[src/ffpa_pkg.sv]
// ----------------------------------------------------------------------------
// ffpa_pkg - shared types and codes for the first-fit page allocator
// Holds the request and status codes, the sequencer states and the flag
// group that the shared adder returns to the sequencer.
// ----------------------------------------------------------------------------
package ffpa_pkg;

    // Request codes
    localparam logic [1:0] MODE_ADD   = 2'd0;
    localparam logic [1:0] MODE_ALLOC = 2'd1;
    localparam logic [1:0] MODE_FREE  = 2'd2;

    // Status codes
    localparam logic [1:0] ST_OK    = 2'd0;
    localparam logic [1:0] ST_NOFIT = 2'd1;
    localparam logic [1:0] ST_FULL  = 2'd2;
    localparam logic [1:0] ST_ZERO  = 2'd3;

    typedef enum logic {
        ALU_ADD,
        ALU_SUB
    } alu_op_t;

    typedef struct packed {
        logic carry;    // carry out; for a subtraction, set when a >= b
        logic match;    // result equals the compare operand
    } alu_flags_t;

    typedef enum logic [4:0] {
        S_IDLE,
        S_ADD,
        S_AL_CHK,
        S_AL_RD,
        S_AL_CMP,
        S_AL_SHR,
        S_AL_TOT,
        S_RM_RD,
        S_RM_WR,
        S_FR_END,
        S_FR_RD,
        S_FR_CMP,
        S_FR_UP,
        S_FR_GROW,
        S_FR_NXT,
        S_FR_ABS,
        S_FR_FULL,
        S_FR_IRD,
        S_FR_ICMP,
        S_IN_RD,
        S_IN_WR,
        S_FR_TOT
    } state_t;

endpackage

[src/ffpa_alu.sv]
// ----------------------------------------------------------------------------
// ffpa_alu - shared adder and compare unit
// One adder that adds or subtracts, and compares its result with a third
// operand. The sequencer uses it for every sum and ordering test.
// ----------------------------------------------------------------------------
module ffpa_alu
    import ffpa_pkg::*;
#(
    parameter int W = 22
)
(
    input  alu_op_t        op,
    input  logic [W-1:0]   a,
    input  logic [W-1:0]   b,
    input  logic [W-1:0]   c,
    output logic [W-1:0]   res,
    output alu_flags_t     flags
);

    logic [W-1:0] b_x;
    logic [W:0]   sum;

    always_comb
    begin
        b_x         = (op == ALU_SUB) ? ~b : b;
        sum         = {1'b0, a} + {1'b0, b_x} + {{W{1'b0}}, (op == ALU_SUB)};
        res         = sum[W-1:0];
        flags.carry = sum[W];
        flags.match = (sum[W-1:0] == c);
    end

endmodule

[src/ffpa_extent_ram.sv]
// ----------------------------------------------------------------------------
// ffpa_extent_ram - extent table storage
// One write port and one read port with registered read data.
// ----------------------------------------------------------------------------
module ffpa_extent_ram #(
    parameter int DEPTH = 16,
    parameter int DW    = 41,
    parameter int IW    = 4
)
(
    input  logic          clk,
    input  logic          wr_en,
    input  logic [IW-1:0] wr_addr,
    input  logic [DW-1:0] wr_data,
    input  logic          rd_en,
    input  logic [IW-1:0] rd_addr,
    output logic [DW-1:0] rd_data
);

    logic [DW-1:0] mem [DEPTH];
    logic [DW-1:0] rd_data_reg;

    always_ff @(posedge clk)
    begin
        if (wr_en)
        begin
            mem[wr_addr] <= wr_data;
        end
    end

    always_ff @(posedge clk)
    begin
        if (rd_en)
        begin
            rd_data_reg <= mem[rd_addr];
        end
    end

    assign rd_data = rd_data_reg;

endmodule

[src/first_fit_page_allocator.sv]
// ----------------------------------------------------------------------------
// first_fit_page_allocator - first-fit page allocator with coalescing
// Keeps a bounded table of free extents and serves add, allocate and free
// requests with a small sequencer around one shared adder and the table RAM.
// ----------------------------------------------------------------------------
//
//  Channel   Handshake          Fields
//  --------  -----------------  -------------------------------------------
//  request   start && !busy     mode, region_base, page_count
//  result    done (one cycle)   status, block_base, free_pages_left
//
// An item that is answered at once (a zero count, the unused mode or an
// add to a full table) gets its result straight from the idle state. An
// allocate checks the free total, then reads and compares the extents in
// turn; a used-up extent is removed by moving the entries above it down,
// and a failed allocate stops at the total check or at the end of the scan.
// A free reads each extent in turn and checks both of its ends; when it
// inserts, it scans again for the sorted slot and moves the entries above
// the slot up. The table RAM gives one read at a time with registered read
// data, and every sum and ordering test passes through the single shared
// adder.
// Reset clears the extent count and the free total; the table contents are
// never read before they are written, so no clearing pass is needed.
// The result strobe lasts one cycle and cannot be held off by the receiver;
// busy stays high from the cycle after the accepting edge until the result
// appears, and never rises for an item that is answered at once.
// ----------------------------------------------------------------------------
module first_fit_page_allocator
    import ffpa_pkg::*;
#(
    parameter int PAGE_BITS   = 20,
    parameter int MAX_EXTENTS = 16
)
(
    input  logic                 clk,
    input  logic                 rst_n,
    input  logic                 start,
    output logic                 busy,
    input  logic [1:0]           mode,
    input  logic [PAGE_BITS-1:0] region_base,
    input  logic [PAGE_BITS:0]   page_count,
    output logic                 done,
    output logic [1:0]           status,
    output logic [PAGE_BITS-1:0] block_base,
    output logic [PAGE_BITS:0]   free_pages_left
);

    // Lengths carry one bit more than page numbers; a start plus a length
    // needs two more, so the adder is that wide and never wraps.
    localparam int LW = PAGE_BITS + 1;
    localparam int AW = PAGE_BITS + 2;
    localparam int DW = PAGE_BITS + LW;
    localparam int CW = $clog2(MAX_EXTENTS + 1);
    localparam int IW = $clog2(MAX_EXTENTS);
    localparam logic [LW-1:0] LEN_MAX = {LW{1'b1}};

    // Sequencer and architectural state
    state_t               state_reg, state_next;
    state_t               ret_reg, ret_next;
    logic [CW-1:0]        cnt_reg, cnt_next;
    logic [LW-1:0]        free_reg, free_next;
    logic                 done_reg, done_next;
    logic [1:0]           status_reg, status_next;
    logic [PAGE_BITS-1:0] block_reg, block_next;

    // Request held for the whole operation, and scan working registers
    logic [1:0]           mode_reg, mode_next;
    logic [PAGE_BITS-1:0] base_reg, base_next;
    logic [LW-1:0]        n_reg, n_next;
    logic [CW-1:0]        idx_reg, idx_next;
    logic [CW-1:0]        j_reg, j_next;
    logic [AW-1:0]        end_reg, end_next;
    logic [PAGE_BITS-1:0] cur_s_reg, cur_s_next;
    logic [LW-1:0]        cur_l_reg, cur_l_next;
    logic [LW-1:0]        aux_l_reg, aux_l_next;

    // Shared adder
    alu_op_t       alu_op;
    logic [AW-1:0] alu_a, alu_b, alu_c, alu_res;
    alu_flags_t    alu_flags;
    logic [LW-1:0] alu_sat;

    // Table RAM
    logic          wr_en, rd_en;
    logic [IW-1:0] wr_addr, rd_addr;
    logic [DW-1:0] wr_data, rd_data;
    logic [PAGE_BITS-1:0] rd_s;
    logic [LW-1:0] rd_l;

    logic [CW-1:0] idx_inc;
    logic [CW-1:0] j_dec;

    ffpa_alu #(
        .W (AW)
    ) u_alu (
        .op    (alu_op),
        .a     (alu_a),
        .b     (alu_b),
        .c     (alu_c),
        .res   (alu_res),
        .flags (alu_flags)
    );

    ffpa_extent_ram #(
        .DEPTH (MAX_EXTENTS),
        .DW    (DW),
        .IW    (IW)
    ) u_ram (
        .clk     (clk),
        .wr_en   (wr_en),
        .wr_addr (wr_addr),
        .wr_data (wr_data),
        .rd_en   (rd_en),
        .rd_addr (rd_addr),
        .rd_data (rd_data)
    );

    // A sum of two lengths saturates; its top bit shows that it went past
    // the largest length.
    assign alu_sat = alu_res[AW-1] ? LEN_MAX : alu_res[LW-1:0];
    assign rd_s    = rd_data[DW-1:LW];
    assign rd_l    = rd_data[LW-1:0];
    assign idx_inc = idx_reg + 1'b1;
    assign j_dec   = j_reg - 1'b1;

    always_ff @(posedge clk or negedge rst_n)
    begin
        if (!rst_n)
        begin
            state_reg  <= S_IDLE;
            ret_reg    <= S_IDLE;
            cnt_reg    <= '0;
            free_reg   <= '0;
            done_reg   <= 1'b0;
            status_reg <= ST_OK;
            block_reg  <= '0;
        end
        else
        begin
            state_reg  <= state_next;
            ret_reg    <= ret_next;
            cnt_reg    <= cnt_next;
            free_reg   <= free_next;
            done_reg   <= done_next;
            status_reg <= status_next;
            block_reg  <= block_next;
        end
    end

    always_ff @(posedge clk)
    begin
        mode_reg  <= mode_next;
        base_reg  <= base_next;
        n_reg     <= n_next;
        idx_reg   <= idx_next;
        j_reg     <= j_next;
        end_reg   <= end_next;
        cur_s_reg <= cur_s_next;
        cur_l_reg <= cur_l_next;
        aux_l_reg <= aux_l_next;
    end

    always_comb
    begin
        state_next  = state_reg;
        ret_next    = ret_reg;
        cnt_next    = cnt_reg;
        free_next   = free_reg;
        done_next   = 1'b0;
        status_next = status_reg;
        block_next  = block_reg;
        mode_next   = mode_reg;
        base_next   = base_reg;
        n_next      = n_reg;
        idx_next    = idx_reg;
        j_next      = j_reg;
        end_next    = end_reg;
        cur_s_next  = cur_s_reg;
        cur_l_next  = cur_l_reg;
        aux_l_next  = aux_l_reg;

        alu_op  = ALU_ADD;
        alu_a   = '0;
        alu_b   = '0;
        alu_c   = '0;
        wr_en   = 1'b0;
        wr_addr = idx_reg[IW-1:0];
        wr_data = {cur_s_reg, cur_l_reg};
        rd_en   = 1'b0;
        rd_addr = idx_reg[IW-1:0];

        case (state_reg)
            S_IDLE:
            begin
                if (start)
                begin
                    mode_next   = mode;
                    base_next   = region_base;
                    n_next      = page_count;
                    idx_next    = '0;
                    block_next  = '0;
                    status_next = ST_OK;
                    if (mode == MODE_ADD || mode == MODE_ALLOC || mode == MODE_FREE)
                    begin
                        if (page_count == '0)
                        begin
                            status_next = ST_ZERO;
                            done_next   = 1'b1;
                        end
                        else if (mode == MODE_ADD)
                        begin
                            if (cnt_reg >= CW'(MAX_EXTENTS))
                            begin
                                status_next = ST_FULL;
                                done_next   = 1'b1;
                            end
                            else
                            begin
                                state_next = S_ADD;
                            end
                        end
                        else if (mode == MODE_ALLOC)
                        begin
                            state_next = S_AL_CHK;
                        end
                        else
                        begin
                            state_next = S_FR_END;
                        end
                    end
                    else
                    begin
                        // The unused code changes nothing and reports success.
                        done_next = 1'b1;
                    end
                end
            end

            S_ADD:
            begin
                // Append at the tail, unsorted and unmerged.
                wr_en     = 1'b1;
                wr_addr   = cnt_reg[IW-1:0];
                wr_data   = {base_reg, n_reg};
                cnt_next  = cnt_reg + 1'b1;
                alu_a     = AW'(free_reg);
                alu_b     = AW'(n_reg);
                free_next = alu_sat;
                done_next = 1'b1;
                state_next = S_IDLE;
            end

            S_AL_CHK:
            begin
                alu_op = ALU_SUB;
                alu_a  = AW'(free_reg);
                alu_b  = AW'(n_reg);
                if (!alu_flags.carry)
                begin
                    status_next = ST_NOFIT;
                    done_next   = 1'b1;
                    state_next  = S_IDLE;
                end
                else
                begin
                    state_next = S_AL_RD;
                end
            end

            S_AL_RD:
            begin
                if (idx_reg >= cnt_reg)
                begin
                    status_next = ST_NOFIT;
                    done_next   = 1'b1;
                    state_next  = S_IDLE;
                end
                else
                begin
                    rd_en      = 1'b1;
                    state_next = S_AL_CMP;
                end
            end

            S_AL_CMP:
            begin
                alu_op     = ALU_SUB;
                alu_a      = AW'(rd_l);
                alu_b      = AW'(n_reg);
                cur_s_next = rd_s;
                if (!alu_flags.carry)
                begin
                    idx_next   = idx_inc;
                    state_next = S_AL_RD;
                end
                else
                begin
                    block_next = rd_s;
                    aux_l_next = alu_res[LW-1:0];
                    if (alu_flags.match)
                    begin
                        // Exact fit: the extent goes away.
                        ret_next   = S_AL_TOT;
                        state_next = S_RM_RD;
                    end
                    else
                    begin
                        state_next = S_AL_SHR;
                    end
                end
            end

            S_AL_SHR:
            begin
                // The start advance wraps within the page number width.
                alu_a      = AW'(cur_s_reg);
                alu_b      = AW'(n_reg);
                wr_en      = 1'b1;
                wr_data    = {alu_res[PAGE_BITS-1:0], aux_l_reg};
                state_next = S_AL_TOT;
            end

            S_AL_TOT:
            begin
                alu_op     = ALU_SUB;
                alu_a      = AW'(free_reg);
                alu_b      = AW'(n_reg);
                free_next  = alu_res[LW-1:0];
                done_next  = 1'b1;
                state_next = S_IDLE;
            end

            S_RM_RD:
            begin
                // Close the gap at idx by moving the entries above it down.
                if (idx_inc >= cnt_reg)
                begin
                    cnt_next   = cnt_reg - 1'b1;
                    state_next = ret_reg;
                end
                else
                begin
                    rd_en      = 1'b1;
                    rd_addr    = idx_inc[IW-1:0];
                    state_next = S_RM_WR;
                end
            end

            S_RM_WR:
            begin
                wr_en      = 1'b1;
                wr_data    = rd_data;
                idx_next   = idx_inc;
                state_next = S_RM_RD;
            end

            S_FR_END:
            begin
                alu_a      = AW'(base_reg);
                alu_b      = AW'(n_reg);
                end_next   = alu_res;
                state_next = S_FR_RD;
            end

            S_FR_RD:
            begin
                if (idx_reg >= cnt_reg)
                begin
                    state_next = S_FR_FULL;
                end
                else
                begin
                    rd_en      = 1'b1;
                    state_next = S_FR_CMP;
                end
            end

            S_FR_CMP:
            begin
                cur_s_next = rd_s;
                cur_l_next = rd_l;
                if (AW'(rd_s) == end_reg)
                begin
                    // The freed run ends where this extent starts.
                    alu_a      = AW'(rd_l);
                    alu_b      = AW'(n_reg);
                    wr_en      = 1'b1;
                    wr_data    = {base_reg, alu_sat};
                    state_next = S_FR_TOT;
                end
                else
                begin
                    state_next = S_FR_UP;
                end
            end

            S_FR_UP:
            begin
                alu_a = AW'(cur_s_reg);
                alu_b = AW'(cur_l_reg);
                alu_c = AW'(base_reg);
                if (alu_flags.match)
                begin
                    state_next = S_FR_GROW;
                end
                else
                begin
                    idx_next   = idx_inc;
                    state_next = S_FR_RD;
                end
            end

            S_FR_GROW:
            begin
                alu_a      = AW'(cur_l_reg);
                alu_b      = AW'(n_reg);
                cur_l_next = alu_sat;
                wr_en      = 1'b1;
                wr_data    = {cur_s_reg, alu_sat};
                if (idx_inc < cnt_reg)
                begin
                    rd_en      = 1'b1;
                    rd_addr    = idx_inc[IW-1:0];
                    state_next = S_FR_NXT;
                end
                else
                begin
                    state_next = S_FR_TOT;
                end
            end

            S_FR_NXT:
            begin
                // Does the grown extent now reach the next one?
                alu_a      = AW'(cur_s_reg);
                alu_b      = AW'(cur_l_reg);
                alu_c      = AW'(rd_s);
                aux_l_next = rd_l;
                if (alu_flags.match)
                begin
                    state_next = S_FR_ABS;
                end
                else
                begin
                    state_next = S_FR_TOT;
                end
            end

            S_FR_ABS:
            begin
                alu_a      = AW'(cur_l_reg);
                alu_b      = AW'(aux_l_reg);
                wr_en      = 1'b1;
                wr_data    = {cur_s_reg, alu_sat};
                idx_next   = idx_inc;
                ret_next   = S_FR_TOT;
                state_next = S_RM_RD;
            end

            S_FR_FULL:
            begin
                if (cnt_reg >= CW'(MAX_EXTENTS))
                begin
                    status_next = ST_FULL;
                    done_next   = 1'b1;
                    state_next  = S_IDLE;
                end
                else
                begin
                    idx_next   = '0;
                    state_next = S_FR_IRD;
                end
            end

            S_FR_IRD:
            begin
                if (idx_reg >= cnt_reg)
                begin
                    j_next     = cnt_reg;
                    state_next = S_IN_RD;
                end
                else
                begin
                    rd_en      = 1'b1;
                    state_next = S_FR_ICMP;
                end
            end

            S_FR_ICMP:
            begin
                // Insert before the first extent that starts above the run.
                alu_op = ALU_SUB;
                alu_a  = AW'(base_reg);
                alu_b  = AW'(rd_s);
                if (!alu_flags.carry)
                begin
                    j_next     = cnt_reg;
                    state_next = S_IN_RD;
                end
                else
                begin
                    idx_next   = idx_inc;
                    state_next = S_FR_IRD;
                end
            end

            S_IN_RD:
            begin
                if (j_reg > idx_reg)
                begin
                    rd_en      = 1'b1;
                    rd_addr    = j_dec[IW-1:0];
                    state_next = S_IN_WR;
                end
                else
                begin
                    wr_en      = 1'b1;
                    wr_data    = {base_reg, n_reg};
                    cnt_next   = cnt_reg + 1'b1;
                    state_next = S_FR_TOT;
                end
            end

            S_IN_WR:
            begin
                wr_en      = 1'b1;
                wr_addr    = j_reg[IW-1:0];
                wr_data    = rd_data;
                j_next     = j_dec;
                state_next = S_IN_RD;
            end

            S_FR_TOT:
            begin
                alu_a      = AW'(free_reg);
                alu_b      = AW'(n_reg);
                free_next  = alu_sat;
                done_next  = 1'b1;
                state_next = S_IDLE;
            end

            default:
            begin
                state_next = S_IDLE;
            end
        endcase
    end

    assign busy            = (state_reg != S_IDLE);
    assign done            = done_reg;
    assign status          = status_reg;
    assign block_base      = block_reg;
    assign free_pages_left = free_reg;

    // The table never holds more extents than it has room for.
    a_cnt_bound: assert property (@(posedge clk) disable iff (!rst_n)
        cnt_reg <= CW'(MAX_EXTENTS))
        else $error("extent count beyond table depth");

    // One operation moves the extent count by at most one.
    a_cnt_step: assert property (@(posedge clk) disable iff (!rst_n)
        (cnt_reg != $past(cnt_reg)) |->
            (cnt_reg == $past(cnt_reg) + 1'b1 || cnt_reg == $past(cnt_reg) - 1'b1))
        else $error("extent count jumped");

    // The free total only changes as a result is delivered.
    a_free_on_done: assert property (@(posedge clk) disable iff (!rst_n)
        (free_reg != $past(free_reg)) |-> done_reg)
        else $error("free total changed without a result");

    // A result appears only once the sequencer is back at rest.
    a_done_idle: assert property (@(posedge clk) disable iff (!rst_n)
        done_reg |-> !busy)
        else $error("result strobe while busy");

    // Only a successful allocation reports a block.
    a_block_zero: assert property (@(posedge clk) disable iff (!rst_n)
        (done_reg && (status_reg != ST_OK || mode_reg != MODE_ALLOC)) |-> block_reg == '0)
        else $error("block base set without a successful allocation");

endmodule

[config.mk]
export PLATFORM = sky130hd
export DESIGN_NAME = first_fit_page_allocator
export DESIGN_NICKNAME = d
export VERILOG_FILES = /design/src/ffpa_pkg.sv /design/src/ffpa_alu.sv /design/src/ffpa_extent_ram.sv /design/src/first_fit_page_allocator.sv
export SDC_FILE = /design/constraint.sdc
export NUM_CORES = 1
export LEC_CHECK = 0
export BUFFER_PORTS_ARGS = -buffer_cell sky130_fd_sc_hd__buf_2
export CAP_MARGIN = 20
export CORE_MARGIN = 1
export CORE_UTILIZATION = 54
export DETAILED_ROUTE_END_ITERATION = 8
export GPL_ROUTABILITY_DRIVEN = 0
export PLACE_DENSITY = 0.7
export RECOVER_POWER = 100
export SETUP_SLACK_MARGIN = 0.5
export SLEW_MARGIN = 40
export SYNTH_ARGS = -nofsm -noshare
export SYNTH_HDL_FRONTEND = slang
export SYNTH_HIERARCHICAL = 1
export SYNTH_SLANG_ARGS = --single-unit
[constraint.sdc]
create_clock -name clk -period 12.95 [get_ports clk]
set_input_delay 1.9425 -clock clk [delete_from_list [all_inputs] [get_ports clk]]
set_output_delay 1.9425 -clock clk [all_outputs]
set_load 0.01 [all_outputs]
# Yosys cells after proc, flatten, opt, wreduce, memory -nomap -nowiden
# Memories as Yosys holds them, arrays and structs flattened. A register that Yosys moved wholly into a read port is not among the register bits.
# Cells that the tools add are included.
[totals]
regBits = 194
ram_bits = 656
inputBits = 46
out_inout_bits = 45
elab_cells = 194
n_memories = 1
[memory_table]
columns = ["memory", "words", "word_bits", "read_ports", "rd_ports_with_merged_regs", "wr", "line", "source"]
rows = [
  ["u_ram.mem", 16, 41, 1, 1, 1, "ffpa_extent_ram.sv:20", "logic [DW-1:0] mem [DEPTH];"],
]
[classes]
addsub = 6
order_cmp = 5
n_eq_ne = 42
muxes = 86
bitwise_logic = 1
reduce_logical = 38
[op_table]
columns = ["op", "count"]
rows = [
  ["$pmux 41 s6", 1],
  ["$pmux 21 s2", 3],
  ["$pmux 21 s6", 1],
  ["$mux 5", 22],
  ["$pmux 21 s5", 1],
  ["$pmux 5 s18", 1],
  ["$mux 21", 4],
  ["$mux 41", 2],
  ["$pmux 20 s2", 2],
  ["$eq 5x4->1 const B", 8],
  ["$mux 20", 2],
  ["$eq 5x5->1 const B", 6],
  ["$pmux 5 s3", 2],
  ["$pmux 5 s6", 1],
  ["$ne 2x2->1 const B", 14],
  ["$add 21x22->23", 1],
  ["$add 23x1->23", 1],
  ["$eq 20x22->1", 1],
  ["$eq 22x20->1", 1],
  ["$mux 2", 11],
  ["$mux 22", 1],
  ["$not 21->22", 1],
  ["$logic_not 21->1", 1],
  ["$eq 5x3->1 const B", 4],
  ["other kinds (40)", 86],
]

# Depth between registers and ports, before layout
[depth]
depth_word = 11
mapped_depth = 24

# Modules after synthesis
# The synthesis kept the hierarchy.
[by_module_without_submodules]
columns = ["module", "instances", "cells_each", "area_per_inst_um2", "seq_area_each_um2"]
rows = [
  ["ffpa_extent_ram", 1, 1066, 25779.7, 20930.1],
  ["first_fit_page_allocator", 1, 1077, 11073.1, 5480.3],
  ["ffpa_alu", 1, 287, 2087.0, 0.0],
]

# Least setup slack after synthesis
# Ideal clock, no wire load.
[synth_path]
path_type = "flip-flop to flip-flop"
startpoint = "reg state_reg[1]"
endpoint = "mem u_ram.mem[0][16], data pin"
arrival_time_ns = 5.816
required_time_ns = 12.656
path_slack_ns = 6.839
path_stages_with_launch = 23
synth_period_minus_slack_ns = 6.111
path_cell_list = "dfrtp_1 -> clkbuf_1 -> buf_2 -> buf_1 -> clkbuf_1 -> o21ai_0 -> a21oi_1 -> buf_2 -> clkbuf_1 -> xor2_1 -> ha_1 -> buf_2 -> nand2_1 -> or4_4 -> a311o_1 -> a21oi_1 -> nor2_1 -> o21ai_1 -> a21oi_1 -> xnor2_1 -> clkbuf_1 -> nor2_1 -> o211ai_1"
[synth_rtl]
columns = ["item", "line", "source"]
rows = [
  ["from (decl)", "first_fit_page_allocator.sv:58", "state_t state_reg, state_next;"],
  ["from (signal assigned)", "first_fit_page_allocator.sv:140", "state_reg <= state_next;"],
  ["$eq 5x5->1 (tied with other cells)", "first_fit_page_allocator.sv:192", "case (state_reg)"],
  ["$reduce_or 4->1 (no line) (*)", "-", ""],
  ["$mux 1 (*)", "first_fit_page_allocator.sv:192", ""],
  ["via alu_op", "first_fit_page_allocator.sv:78", "alu_op_t alu_op;"],
  ["$mux 22", "ffpa_alu.sv:25", "b_x = (op == ALU_SUB) ? ~b : b;"],
  ["$add 21x22->23", "ffpa_alu.sv:26", "sum = {1'b0, a} + {1'b0, b_x} + {{W{1'b0}}, (op == ALU_SUB)};"],
  ["$add 23x1->23 (*)", "ffpa_alu.sv:26", ""],
  ["via alu_res[21]", "first_fit_page_allocator.sv:79", "logic [AW-1:0] alu_a, alu_b, alu_c, alu_res;"],
  ["$mux 21 (*)", "first_fit_page_allocator.sv:120", "assign alu_sat = alu_res[AW-1] ? LEN_MAX : alu_res[LW-1:0];"],
  ["$mux 41", "first_fit_page_allocator.sv:382", "if (AW'(rd_s) == end_reg)"],
  ["$pmux 41 s6 (*)", "first_fit_page_allocator.sv:192", ""],
  ["via wr_data[16]", "first_fit_page_allocator.sv:86", "logic [DW-1:0] wr_data, rd_data;"],
  ["to (decl)", "ffpa_extent_ram.sv:20", ""],
]
# Mark *: on every way through the listed nets, which the timed path passes. The rest lies on a longest branch.

==> results.toml <==
[synthesis]
synth.distinct_cells = 79
syn-cell-area_um2 = 38940
syn-instance-count = 2430
synth-edff-count = 832
ys_warn_count = 6
synthArstFlopShare = 0.06412
yosysSeqAreaShare = 0.6782
ys_seq_elements = 889
synth_area_per_cell_um2 = 16.02
synth_top_flop_cell = "edfxtp_1"
yosys.area.top_type = "edfxtp_1"
synth_top_area_share = 0.6416
synth_area_leaders = "edfxtp_1 (64%), mux4_2 (9.5%), dfrtp_1 (3.7%)"

[cts]
path_clk_slew_ns = 0.07
cts.sinks = 889
clock_path_buffers = 3
htree_levels = 3
cts_tree = "built"
cts_hold_buf = 0
numCtsBuffers = 87
worst_skew_pair.late_latency_ns = 0.67
post_cts_buffers = 0
root_buffer = "clkbuf_16"
cts-resized-gates = 0

[power_and_ir_drop]
powerDensity_nw_per_um2 = 307.2
irDropWorstVdd_v = 0.0002094
p_leak_nw = 14.43

[floorplan]
coreArea_um2 = 71360
start_util = 0.5457
dieArea_um2 = 73190
die_w_um = 270.5
rows = 98
num_io_pins = 91
die_height_um = 270.5

[timing]
period_share = 0.7717
final-hold-violation-count = 0
max_slew.worst_pin.slew_ns = 4.324
slew_headroom = -1.883
slew_violations = 1004
period_needed_ns = 9.993
grt_setup_unrepaired = "no"
skew_ns = 0.04545
tns_ns = 0
fmax_mhz = 100.1
setup_viol = 0

[cells_and_area]
drive_gt1_frac = 0.1600
largest_reg_flops = 656
fill_cells = 5215
fin_nets = 2633
final_util = 0.6061
area_delta_synth_final_pct = 11.08
insertedDiodeCount = 0

[critical_path]
crit_buf_inv = 3
required_ns = 13.21
cp_top_family = "buffers and inverters"
crit_type = "reg2reg"
startpoint = "state_reg[1]"
cp-start-kind = "flip-flop"
slowest_stage = "clkbuf_1"
critPathMaxFanout = 52
r2r_start = "state_reg[1]"
cp-end-kind = "flip-flop"
path_cells = "clkbuf_1, nand2_1, nor3_1, clkbuf_1, a22o_1, a221o_1, xor2_1, ha_1, nand2_1, o21ai_0, a22oi_1, a41oi_1, o21a_1, nor2_1, o21ai_0, clkbuf_1, o32ai_1, nor4_1"
cp.arrival_ns = 10.25
cp_slowest_stage_delay_ns = 2.10
cp_common_cell = "clkbuf_1"

[global_route]
gr-usage-all-layers = 0.3084
antenna_found_initial = 2
grt_pass1_wl_mm = 162.9
grt-busiest-layer = "met2"
grt_max_degree = 133
grt_overflow_total = 0
grt_pass1_vias = 23712
use_met2 = 0.4802
met3_usage = 0.06062
gr-usage-met1 = 0.4233

[min_path]
hp-class = "reg2reg"
min_from = "ret_reg[0]"

[placed_design]
hpwl_mm = 66.19
io_buffers = 90

[drt]
dr_total_vias = 24855
firstDrtPassIters = 9
routed_wl_mm = 113.2
wire_per_inst_um = 31.84
drc_errors = 20
drt_iter0_drc = 4006
ant_nets = 0
viasPerCell = 6.988

[flow_run]
drv_cap = 27

[outcome]
violations = "design-rule violations, max-capacitance violations, max-slew violations"
outcome = "finished with violations"
per-layer routing:
metal  wire length, um  part of all wire
met5                13           0.00011
met3             13970              0.12
met1             40930              0.36
met4              5980             0.053
met2             52340              0.46
cells in the final DEF (no fill, tap or decap), types with 42 or more instances in the layout:
cell type and n:
a221o_1 66, o21ai_0 74, nand2_1 192, clkbuf_16 88, nor2_1 114, ha_1 42, mux4_2 164, nand3_1 42
dfrtp_1 55, a21oi_1 66, a22o_1 42, clkbuf_1 136, inv_1 46, edfxtp_1 832, a22oi_1 92, xor2_1 45
kinds of logic after synthesis:
kind of cell,synth area share
flip-flops,0.6782
AO/OA/AOI/OAI,0.09701
AND/OR/NAND/NOR,0.05925
multiplexers,0.1079
buffers and inverters,0.02121
XOR/XNOR,0.02175
adder cells (fa/ha/maj),0.01452
other,0.00009630
path summary, 6_finish.rpt:
path                                 to  slack [ns]  depth (start not counted)
setup / recovery             idx_reg[1]        2.96                         18
hold / removal               ret_reg[0]        0.48                          1
setup reg to reg             idx_reg[1]        2.96                         18
hold reg to reg              ret_reg[0]        0.48                          1
max in group asynchronous  state_reg[2]        8.25                          2
min in group asynchronous     status[1]        2.54                          2
per-stage QoR:
| stage | worst slack (ns) | hold WS, ns | total power, W | cells | instance area [um^2] |
|---|---|---|---|---|---|
| 2_1_floorplan | 6.839 | 0.4443 | 0.008534 | 2433 | 38950 |
| 3_3_place_gp | 5.968 | 0.4561 | 0.01050 | 3378 | 40640 |
| 3_5_place_dp | 5.646 | 0.4674 | 0.01067 | 3388 | 40810 |
| 4_1_cts | 5.562 | 0.4809 | 0.01313 | 3541 | 43530 |
| 5_1_grt | 2.621 | 0.5038 | 0.01372 | 3557 | 43260 |
| 6_report | 2.957 | 0.4820 | 0.01329 | 3557 | 43260 |
power by group:
group | switching (W) | internal, W
Combinational | 0.00405 | 0.00214
Sequential | 0.000333 | 0.00431
Clock | 0.00108 | 0.00137
layout make-up:
cell class / count / area, um^2 / share of cell area
Sequential cell: 889 / 26410 / 0.6106
Multi-Input combinational cell: 1346 / 11900 / 0.2751
Clock buffer: 109 / 2301 / 0.05319
Tap cell: 950 / 1189 / 0.02748
Timing Repair Buffer: 173 / 864.6 / 0.01999
Clock inverter: 44 / 417.9 / 0.009661
Inverter: 46 / 172.7 / 0.003992
cell usage after synthesis (43+ instances only):
master and number:
a21oi_1 70, a221o_1 67, a22oi_1 92, clkbuf_1 93
dfrtp_1 57, edfxtp_1 832, inv_1 46, mux4_2 164
nand2_1 192, nand3_1 43, nor2_1 125, o21ai_0 72
xor2_1 45
No activity file was read; power rests on OpenSTA's default activity.
